<file path="config.mk">
export PLATFORM = sky130hd
export DESIGN_NAME = servo_status_reply_parser_core
export DESIGN_NICKNAME = d
export VERILOG_FILES = /design/src/sspr_pkg.sv /design/src/servo_status_reply_parser_core.sv
export SDC_FILE = /design/constraint.sdc
export NUM_CORES = 1
export LEC_CHECK = 0
export BUFFER_PORTS_ARGS = -buffer_cell sky130_fd_sc_hd__clkbuf_2
export CAP_MARGIN = 20
export CORE_MARGIN = 10
export CORE_UTILIZATION = 51
export CTS_BUF_LIST = sky130_fd_sc_hd__clkbuf_4
export DETAILED_ROUTE_END_ITERATION = 6
export PLACE_DENSITY = 0.78
export SYNTH_ARGS = -nofsm -noshare
export SYNTH_HDL_FRONTEND = slang
export SYNTH_SLANG_ARGS = --single-unit
</file>
<file path="constraint.sdc">
create_clock -name clk -period 5.94 [get_ports clk]
set_input_delay 0.594 -clock clk [delete_from_list [all_inputs] [get_ports clk]]
set_output_delay 0.594 -clock clk [all_outputs]
set_load 0.03 [all_outputs]
</file>
<file path="src/sspr_pkg.sv">
package sspr_pkg;

  // Slot count and reply framing
  localparam int MAX_MOTORS  = 8;
  localparam int SLOT_W      = 8;
  localparam int FRAME_BYTES = 8;
  localparam logic [7:0] HDR_BYTE  = 8'hFF;
  localparam logic [7:0] REPLY_LEN = 8'd4;
  localparam int SIGN_BIT    = 15;

  // Register indexes on the configuration port
  localparam logic REG_MOTOR_IDS   = 1'b0;
  localparam logic REG_MOTOR_COUNT = 1'b1;

  // Input item kinds
  typedef enum logic [1:0] {
    KIND_BYTE  = 2'd0,
    KIND_START = 2'd1,
    KIND_END   = 2'd2
  } kind_t;

  // Result kinds
  typedef enum logic {
    REP_REPLY   = 1'b0,
    REP_SUMMARY = 1'b1
  } rep_kind_t;

endpackage

</file>
<file path="src/servo_status_reply_parser_core.sv">
// Items pass through an input register; their results leave through an output register.
// Throughput: one item per cycle unless out_tready is low; while a result waits for
// out_tready, a new item is taken only if the input register is empty.
// Reset (rst_n, synchronous, active low) clears the byte window, the byte count, the
// filled slots, both configuration registers and the valid flags of both stages.
module servo_status_reply_parser_core (
  input  logic        clk,
  input  logic        rst_n,
  // input items
  input  logic        in_tvalid,
  output logic        in_tready,
  input  logic [7:0]  in_tdata,    // [7:0] rx_byte
  input  logic [1:0]  in_tuser,    // [1:0] kind
  // result items
  output logic        out_tvalid,
  input  logic        out_tready,
  output logic [47:0] out_tdata,   // [7:0] reply_id, [23:8] velocity, [31:24] slot_hits,
                                   // [39:32] filled_mask, [40] all_ok, [47:41] zero
  output logic        out_tuser,   // [0] report_kind
  // configuration
  input  logic        cfg_psel,
  input  logic        cfg_penable,
  input  logic        cfg_pwrite,
  input  logic [3:0]  cfg_paddr,
  input  logic [63:0] cfg_pwdata,
  output logic [63:0] cfg_prdata,
  output logic        cfg_pready
);

  // Configuration registers
  logic [63:0] motor_ids_r;
  logic [3:0]  motor_count_r;
  logic        cfg_wr;

  assign cfg_pready = 1'b1;
  assign cfg_wr     = cfg_psel && cfg_penable && cfg_pwrite;

  always_ff @(posedge clk) begin
    if (!rst_n) begin
      motor_ids_r   <= '0;
      motor_count_r <= '0;
    end else if (cfg_wr) begin
      if (cfg_paddr[3] == sspr_pkg::REG_MOTOR_IDS) begin
        motor_ids_r <= cfg_pwdata;
      end else begin
        motor_count_r <= cfg_pwdata[3:0];
      end
    end
  end

  always_comb begin
    if (cfg_paddr[3] == sspr_pkg::REG_MOTOR_IDS) begin
      cfg_prdata = motor_ids_r;
    end else begin
      cfg_prdata = {60'd0, motor_count_r};
    end
  end

  // Input register
  logic                in_valid_r;
  sspr_pkg::kind_t     in_kind_r;
  logic [7:0]          in_byte_r;
  logic                advance;
  logic                proc;

  assign advance   = !out_tvalid || out_tready;
  assign in_tready = !in_valid_r || advance;
  assign proc      = in_valid_r && advance;

  always_ff @(posedge clk) begin
    if (!rst_n) begin
      in_valid_r <= 1'b0;
    end else if (in_tready) begin
      in_valid_r <= in_tvalid;
    end
  end

  always_ff @(posedge clk) begin
    if (in_tready && in_tvalid) begin
      in_kind_r <= sspr_pkg::kind_t'(in_tuser);
      in_byte_r <= in_tdata;
    end
  end

  // Parser state
  logic [63:0] window_r, window_nxt;
  logic [3:0]  count_r, count_nxt;
  logic [sspr_pkg::SLOT_W-1:0] filled_r, filled_nxt;

  // Window shifted by the new byte and its fields (oldest byte in the top bits)
  logic [63:0] win_sh;
  logic [3:0]  count_inc;
  logic [7:0]  w_id, w_len, w_err, w_d0, w_d1, w_chk, w_sum;
  logic [15:0] enc;
  logic [15:0] vel;
  logic        frame_ok;

  assign win_sh    = {window_r[55:0], in_byte_r};
  assign count_inc = (count_r < 4'(sspr_pkg::FRAME_BYTES)) ? count_r + 4'd1 : count_r;
  assign w_id      = win_sh[47:40];
  assign w_len     = win_sh[39:32];
  assign w_err     = win_sh[31:24];
  assign w_d0      = win_sh[23:16];
  assign w_d1      = win_sh[15:8];
  assign w_chk     = win_sh[7:0];
  assign w_sum     = w_id + w_len + w_err + w_d0 + w_d1;
  assign enc       = {w_d1, w_d0};
  // sign-magnitude to two's complement; negative zero comes out as 0
  assign vel       = enc[sspr_pkg::SIGN_BIT] ? (16'd0 - {1'b0, enc[14:0]})
                                             : {1'b0, enc[14:0]};
  assign frame_ok  = (count_inc == 4'(sspr_pkg::FRAME_BYTES))
                     && (win_sh[63:56] == sspr_pkg::HDR_BYTE)
                     && (win_sh[55:48] == sspr_pkg::HDR_BYTE)
                     && (w_len == sspr_pkg::REPLY_LEN)
                     && (w_chk == ~w_sum);

  // Slots in use and id matches
  logic [3:0] used_cnt;
  logic [sspr_pkg::SLOT_W-1:0] used_mask;
  logic [sspr_pkg::SLOT_W-1:0] hits;

  assign used_cnt = (motor_count_r > 4'(sspr_pkg::MAX_MOTORS)) ?
                    4'(sspr_pkg::MAX_MOTORS) : motor_count_r;

  always_comb begin
    for (int k = 0; k < sspr_pkg::SLOT_W; k++) begin
      if (k < sspr_pkg::MAX_MOTORS) begin
        used_mask[k] = (4'(k) < used_cnt);
        hits[k]      = used_mask[k] && (motor_ids_r[8*k +: 8] == w_id);
      end else begin
        used_mask[k] = 1'b0;
        hits[k]      = 1'b0;
      end
    end
  end

  // Result staging
  logic        res_valid;
  logic        res_kind;
  logic [47:0] res_data;

  // Next state and result for the item in the input register
  always_comb begin
    window_nxt = window_r;
    count_nxt  = count_r;
    filled_nxt = filled_r;
    res_valid  = 1'b0;
    res_kind   = sspr_pkg::REP_REPLY;
    res_data   = '0;
    if (proc) begin
      case (in_kind_r)
        sspr_pkg::KIND_START: begin
          window_nxt = '0;
          count_nxt  = '0;
          filled_nxt = '0;
        end
        sspr_pkg::KIND_END: begin
          res_valid         = 1'b1;
          res_kind          = sspr_pkg::REP_SUMMARY;
          res_data[39:32]   = filled_r;
          res_data[40]      = ((filled_r & used_mask) == used_mask);
        end
        sspr_pkg::KIND_BYTE: begin
          window_nxt = win_sh;
          count_nxt  = count_inc;
          if (frame_ok) begin
            count_nxt = '0;
            if (hits != '0) begin
              filled_nxt      = filled_r | hits;
              res_valid       = 1'b1;
              res_data[7:0]   = w_id;
              res_data[23:8]  = vel;
              res_data[31:24] = hits;
              res_data[39:32] = filled_r | hits;
            end
          end
        end
        default: begin
          // kind 3: ignored
        end
      endcase
    end
  end

  always_ff @(posedge clk) begin
    if (!rst_n) begin
      window_r <= '0;
      count_r  <= '0;
      filled_r <= '0;
    end else begin
      window_r <= window_nxt;
      count_r  <= count_nxt;
      filled_r <= filled_nxt;
    end
  end

  // Output register
  logic out_valid_r;
  logic out_kind_r;
  logic [47:0] out_data_r;

  always_ff @(posedge clk) begin
    if (!rst_n) begin
      out_valid_r <= 1'b0;
    end else if (advance) begin
      out_valid_r <= res_valid;
    end
  end

  always_ff @(posedge clk) begin
    if (advance && res_valid) begin
      out_kind_r <= res_kind;
      out_data_r <= res_data;
    end
  end

  assign out_tvalid = out_valid_r;
  assign out_tuser  = out_kind_r;
  assign out_tdata  = out_data_r;

  // Checks
  a_count_range: assert property (@(posedge clk) disable iff (!rst_n)
    count_r <= 4'(sspr_pkg::FRAME_BYTES))
    else $error("byte count out of range");

  a_reply_hits: assert property (@(posedge clk) disable iff (!rst_n)
    (out_tvalid && out_tuser == sspr_pkg::REP_REPLY) |->
      (out_tdata[31:24] != 8'd0) && ((out_tdata[31:24] & ~out_tdata[39:32]) == 8'd0)
      && (out_tdata[40] == 1'b0))
    else $error("reply result with bad hits, fill or all_ok");

  a_start_clears: assert property (@(posedge clk) disable iff (!rst_n)
    (proc && in_kind_r == sspr_pkg::KIND_START) |=>
      (filled_r == '0) && (count_r == '0) && (window_r == '0))
    else $error("start item did not clear state");

  a_summary_fields: assert property (@(posedge clk) disable iff (!rst_n)
    (out_tvalid && out_tuser == sspr_pkg::REP_SUMMARY) |->
      (out_tdata[31:0] == 32'd0))
    else $error("summary carries reply fields");

endmodule
</file>
==> key figures, run 1 <==
Run status
  – Status: completed

Clock tree
  – Max Buffers Root-to-Sink: 2
  – Clk_lat worst skew: 0.61 ns
  – Clk sinks: 190
  – Clk root buf: clkbuf_4
  – Num CTS Buffers: 17
  – # H-tree levels: 4
  – Resized cells post-CTS: 0
  – Hold_buf cts: 0
  – Reg clk slew, reported paths: around 0.16 ns
  – Post-CTS Setup Bufs: 0
  – CTS tree: built

Die
  – Top Ports: around 200
  – Initial core utilization: 0.519
  – Die height: approximately 160 µm
  – # rows: 49
  – Die width: ~160 µm
  – DIE AREA: 24,100 µm²
  – Total core area: 18,000 µm²

Routing
  – Routed WL per cell: roughly 18 µm
  – Final routed DRC violation total: 0
  – Routed WL: around 25 mm
  – Via/cell ratio: around 5.5
  – ANT nets after route: 0
  – First DRT Iteration DRCs: slightly below 700
  – Pre-Repair DR Iteration Count: 6
  – Vias: 7,786

Synthesis
  – Syn. warnings: 0
  – Sequential cell area fraction in the yosys report: 0.464
  – FFs w/ async S/R, synth: 0
  – Post-Syn Area: 9320 µm²
  – Post-synth EDFFs: 52
  – Main combinational cell family by area after synthesis: simple AND/OR/NAND/NOR gates
  – Mean area per synthesized cell: 9.07 µm²
  – Post-synthesis adder-cell area fraction: 0.0564
  – Prevailing post-synth register cell: dfxtp_1
  – Mapped Cells: about 1,000
  – Most frequent cell after synthesis: nand2_1
  – Post-synthesis mux area share: 0.0113
  – Post-synthesis xor/xnor area fraction: 0.0915
  – Compound-Gate Fraction of Synth Area: 0.119
  – Yosys top cell by area: dfxtp_1
  – Synth cell types: 57
  – Commonest cells post-synth: nand2_1 (147), dfxtp_1 (138), nor2_1 (131)
  – Synth top area share: 0.297
  – Simple logic cell fraction of the synthesized area: 0.212
  – #FFs+latches synth: 190
  – Main area contributors after synthesis: dfxtp_1 (30%), edfxtp_1 (17%), nand2_1 (5.9%), xor2_1 (5.5%), nor2_1 (5.3%)

Timing
  – Fmax: 0.195 GHz
  – Unrepaired setup endpoints after global routing: false
  – Final setup viols: 0
  – Endpoints failing hold: 0
  – Worst slew pin tran: 1.03 ns
  – Clock Skew: between 0.02 and 0.03 ns
  – Minimum clock period: roughly 5.1 ns
  – Final period util: 0.865
  – Relative max-transition margin: 0.313
  – Setup_tns: 0 ns
  – Slew Limit Fails: 0

Worst setup path
  – Crit-path max cell delay: 0.54 ns
  – Setup crit start: window_r[6]
  – Crit Path Max Fanout: 40
  – Worst path arrival time: 5.41 ns
  – Crit path buf inv count: 5
  – Crit Reg-Reg Startpoint: window_r[6]
  – Crit path max-delay family: adder cells
  – Cell mode on critical path: inv_1
  – Crit path kind: flip-flop to flip-flop
  – Crit. End Element: flip-flop
  – Crit-path cells: inv_1, fa_1, inv_1, fa_1, inv_1, fa_1, inv_1, ha_1, xor2_1, or3_1, nand4_1, nor4_1, and2_1, a21oi_2, nor2b_4, buf_4
  – Slowest cell on crit path: fa_1
  – WP data required: ~6.2 ns
  – Startpoint class of the critical path: flip-flop

Global routing
  – Gr usage total: 0.204
  – Gr ovfl total: 0
  – Initial antenna violation count: 2
  – Vias in the first global route: between 7,000 and 8,000
  – First-pass GRT wire length: approximately 40 mm
  – Largest net degree at the start of global routing: 97

Place
  – Placer congestion estimate: approximately 0.86
  – Post-DP HPWL: about 18 mm
  – Port-buffer cells: ~190

Pwr
  – Leakage Power: between 4 and 5 nW
  – Design Power: about 2.3 mW
  – Power per standard cell area: ~220 nW/µm²
  – VDD IR max: 0.000127 V

Finish
  – Share of layout cells above drive strength 1: 0.209
  – Area of the multi-input gates: 4630 µm²
  – Area delta synth->final: 14.9%
  – Storage cell area: roughly 4300 µm²
  – Nets: between 1,000 and 1,500
  – Fillers: roughly 1,600

Run
  – Max Cap Viol: 0

Worst hold path
  – Hold WC Path Type: input pin to flip-flop
  – Worst hold start: in_tdata[3]
-- final cells by class --
cell class	instances	share of cell area
multi-input combinational	748	0.432
sequential	190	0.404
timing repair buffer	202	0.0975
tap	229	0.0268
clock inverter	15	0.0192
clock buffer	17	0.0119
inverter	22	0.00784
antenna	1	0.000234
-- sequential cells by signal (all words and copies together), names as in the netlist --
name,flops
window_r,56
out_tuser,1
count_r,4
in_valid_r,1
in_byte_r,8
in_kind_r,2
out_tvalid,1
out_tdata,41
motor_ids_r,64
filled_r,8
motor_count_r,4
-- final timing paths --
check                                        to  slack [ns]  cells past startpoint
worst max register to register    out_tdata[14]        0.80                     16
worst min register to register  motor_ids_r[15]        0.49                      2
worst max-delay path              out_tdata[14]        0.80                     16
worst min-delay path               in_byte_r[3]        0.14                      1
-- metal layers --
metal  track usage  wire length, µm  vias up
met5             0                0        -
met2         0.319            11600      325
met4        0.0828              753        0
li1              -                -     3776
met1         0.263            10600     3635
met3        0.0518             2150       50
-- through the flow --
stage                     utilization  area, µm²  setup WS (ns)  std cells  hold slack (ns)
after floorplan                     -       9340          0.729       1033            0.451
after global placement          0.577      10400          0.916       1391            0.466
after detailed placement        0.577      10400          0.835       1391            0.469
after CTS                       0.595      10700          0.815       1423            0.117
after global routing            0.596      10700          0.375       1424            0.102
final                           0.596      10700          0.804       1424            0.143
-- cell usage in the layout, fill, tap and decap left out, types with 8 or more instances in the layout --
cell type / count
a22oi_1: 56
nor2_1: 130
edfxtp_1: 52
inv_1: 21
xor2_1: 59
nand4_1: 14
nor3_1: 11
nand3_1: 11
dfxtp_1: 138
xnor2_1: 32
fa_1: 20
clkbuf_2: 189
a21oi_1: 84
ha_1: 10
buf_4: 13
clkbuf_4: 17
nand2_1: 146
o21ai_0: 17
nor4_1: 14
nor2b_1: 65
conb_1: 8
-- report_power, final --
part           internal (mW)  leakage (nW)  total, mW  switching, mW
sequential              1.34          1.66       1.36         0.0200
combinational         0.0605          2.72      0.173          0.113
clock                  0.340         0.167      0.810          0.469
total                   1.75          4.55       2.35          0.602
-- kinds of logic (layout without fill, tap and decap cells) --
group / Yosys count / count (layout)
xor gates and xnor gates: 94 / 94
muxes: 10 / 10
other: 2 / 9
DFF: 190 / 190
and+or+nand+nor: 426 / 426
buffers and inverters: 95 / 256
AOI/OAI and AO/OA: 180 / 180
adders and majority gates: 30 / 30
No activity file was read; power rests on OpenSTA's default activity.
==> inputs of run 2 (changes only) <==
--- a/config.mk
+++ b/config.mk
@@ -5,7 +5,7 @@
 export SDC_FILE = /design/constraint.sdc
 export NUM_CORES = 1
 export LEC_CHECK = 0
-export BUFFER_PORTS_ARGS = -buffer_cell sky130_fd_sc_hd__clkbuf_2
+export BUFFER_PORTS_ARGS = -buffer_cell sky130_fd_sc_hd__buf_2
 export CAP_MARGIN = 20
 export CORE_MARGIN = 10
 export CORE_UTILIZATION = 51
==> key figures, run 2 (synthesis gave the netlist of run 1 again) <==
Global routing
  – First-pass GRT wire length: 39.6 mm (about the same)
  – Gr ovfl total: 0 (unchanged)
  – Gr usage total: 0.205 (+0.00104)
  – Initial antenna violation count: 4 (+2)
  – Vias in the first global route: 7,340 (-1.1%)
  – Largest net degree at the start of global routing: 97 (unchanged)

Finish
  – Storage cell area: 4320 µm² (unchanged)
  – Nets: 1,296 (unchanged)
  – Commonest cells after routing, fill and taps aside: buf_2 (189), nand2_1 (146), dfxtp_1 (138)
  – Fillers: 1,598 (+2.9%)
  – Area delta synth->final: 13.9%
  – Commonest non-fill, non-tap cell in the layout: buf_2
  – Area of the multi-input gates: 4630 µm² (unchanged)
  – Final std cells w/o fill: 1,427 (+0.21%)
  – Number of flip-flops in the largest register: 64 (unchanged)
  – Share of layout cells above drive strength 1: 0.210 (+0.000838)
  – Largest reg by FF count: motor_ids_r

Place
  – DP Cell Count: 1,391 (unchanged)
  – Post-DP HPWL: 17.8 mm (+0.60%)
  – Port-buffer cells: 189 (unchanged)
  – Placer congestion estimate: 0.879 (+1.7%)

Timing
  – Clock Skew: 0.0314 ns (+0.00449 ns)
  – Relative max-transition margin: 0.330 (+0.0169)
  – Fmax: 0.194 GHz (-0.57%)
  – Final setup viols: 0 (unchanged)
  – Slew Limit Fails: 0 (unchanged)
  – Setup_tns: 0 ns (unchanged)
  – Endpoints failing hold: 0 (unchanged)
  – Worst slew pin tran: 1.01 ns (-0.0254 ns)
  – Final period util: 0.870 (+0.00493)
  – Minimum clock period: 5.16 ns (+0.0293 ns)
  – Unrepaired setup endpoints after global routing: false

Clock tree
  – # H-tree levels: 4 (unchanged)
  – Max Buffers Root-to-Sink: 2 (unchanged)
  – CTS tree: built
  – Reg clk slew, reported paths: 0.15 ns (about the same)
  – Num CTS Buffers: 17 (unchanged)
  – Clk root buf: clkbuf_4
  – Hold_buf cts: 0 (unchanged)
  – Clk_lat worst skew: 0.62 ns (about the same)
  – Post-CTS Setup Bufs: 0 (unchanged)
  – Clk sinks: 190 (unchanged)
  – Resized cells post-CTS: 0 (unchanged)

Worst setup path
  – Slowest cell on crit path: fa_1
  – Cell mode on critical path: inv_1
  – Crit-path max cell delay: 0.53 ns (about the same)
  – Startpoint class of the critical path: flip-flop
  – Crit path kind: flip-flop to flip-flop
  – Crit. End Element: flip-flop
  – WP data required: 6.20 ns (-0.02 ns)
  – Crit-path cells: inv_1, fa_1, inv_1, fa_1, inv_1, fa_1, inv_1, ha_1, xor2_1, or3_1, nand4_1, nor4_1, and2_1, a21oi_2, nor2b_4, buf_4
  – Crit Path Max Fanout: 40 (unchanged)
  – Worst path arrival time: 5.42 ns (about the same)

Die
  – DIE AREA: 24,100 µm² (unchanged)
  – Initial core utilization: 0.519 (unchanged)
  – Die width: 155 µm (unchanged)
  – Total core area: 18,000 µm² (unchanged)
  – Die height: 155 µm (unchanged)
  – # rows: 49 (unchanged)
  – Top Ports: 201 (unchanged)

Run
  – Max Cap Viol: 0 (unchanged)

Routing
  – ANT nets after route: 0 (unchanged)
  – Via/cell ratio: 5.41 (-1.1%)
  – Vias: 7,716 (-0.90%)
  – Pre-Repair DR Iteration Count: 5 (-1)
  – Routed WL: 25.0 mm (-0.50%)
  – Routed WL per cell: 17.5 µm (-0.71%)
  – Final routed DRC violation total: 0 (unchanged)
  – First DRT Iteration DRCs: 729 (+5.2%)

Worst hold path
  – Hold WC Path Type: input pin to flip-flop

Pwr
  – Leakage Power: 4.58 nW (+0.53%)
  – Power per standard cell area: 205 nW/µm² (-6.4%)
  – VDD IR max: 0.000119 V (-6.2%)

Run status
  – Status: completed
==> run 2: cell count changes in the layout (fill, tap and decap cells not counted) <==
| cell | previous run | this run |
|---|---|---|
| buf_2 | 0 | 189 |
| bufinv_16 | 4 | 0 |
| clkbuf_2 | 189 | 0 |
| clkinv_1 | 2 | 1 |
| clkinv_2 | 1 | 2 |
| clkinv_4 | 0 | 1 |
| diode_2 | 1 | 4 |
| inv_2 | 0 | 2 |
| inv_4 | 0 | 1 |
| inv_6 | 5 | 4 |
| inv_8 | 1 | 2 |
==> run 2: final cells by class <==
cell class / count / area share
inverter: 22 / 0.00790
timing repair buffer: 202 / 0.0983
antenna: 4 / 0.000943
tap: 229 / 0.0270
clock inverter: 15 / 0.0105
sequential: 190 / 0.407
clock buffer: 17 / 0.0120
multi-input combinational: 748 / 0.436
==> run 2: worst paths after layout <==
path,from,endpoint,slack (ns),cells after the start
hold reg to reg,motor_ids_r[7],motor_ids_r[7],0.49,2
setup / recovery,window_r[6],out_tdata[38],0.78,16
setup reg to reg,window_r[6],out_tdata[38],0.78,16
hold / removal,in_tdata[4],in_byte_r[4],0.15,1
==> run 2: metrics by stage <==
stage | area, µm² | utilization | total power, mW | setup WS [ns] | hold slack, ns
floorplan | 9340 | - | 1.50 | 0.729 | 0.451
CTS | 10600 | 0.590 | 2.19 | 0.775 | 0.129
detailed placement | 10400 | 0.577 | 1.56 | 0.814 | 0.470
global route | 10600 | 0.591 | 2.26 | 0.403 | 0.110
global placement | 10400 | 0.577 | 1.56 | 0.893 | 0.466
finish | 10600 | 0.591 | 2.18 | 0.775 | 0.152
==> run 2: metal layers <==
metal  part of all wire  wire, µm  track usage
met1               0.42     10500        0.261
met2               0.47     11800        0.324
met3              0.078      1950       0.0565
met4              0.028       708       0.0760
met5                  0         0            0
==> run 2: worst max-delay path: cells and delay by family (launching register included) <==
family          cells  cell delay (ns)
simple gates        5             1.21
flops               1             0.48
fa+ha+maj           4             1.86
buf+inv             5             0.68
xor+xnor            1             0.36
compound gates      1             0.20
==> run 2: where the power goes <==
group | total [mW] | leakage, nW | internal, mW | switching [mW]
Sequential | 1.36 | 1.66 | 1.34 | 0.0201
Combinational | 0.172 | 2.78 | 0.0606 | 0.112
Clock | 0.642 | 0.131 | 0.172 | 0.469
Total | 2.18 | 4.58 | 1.58 | 0.601
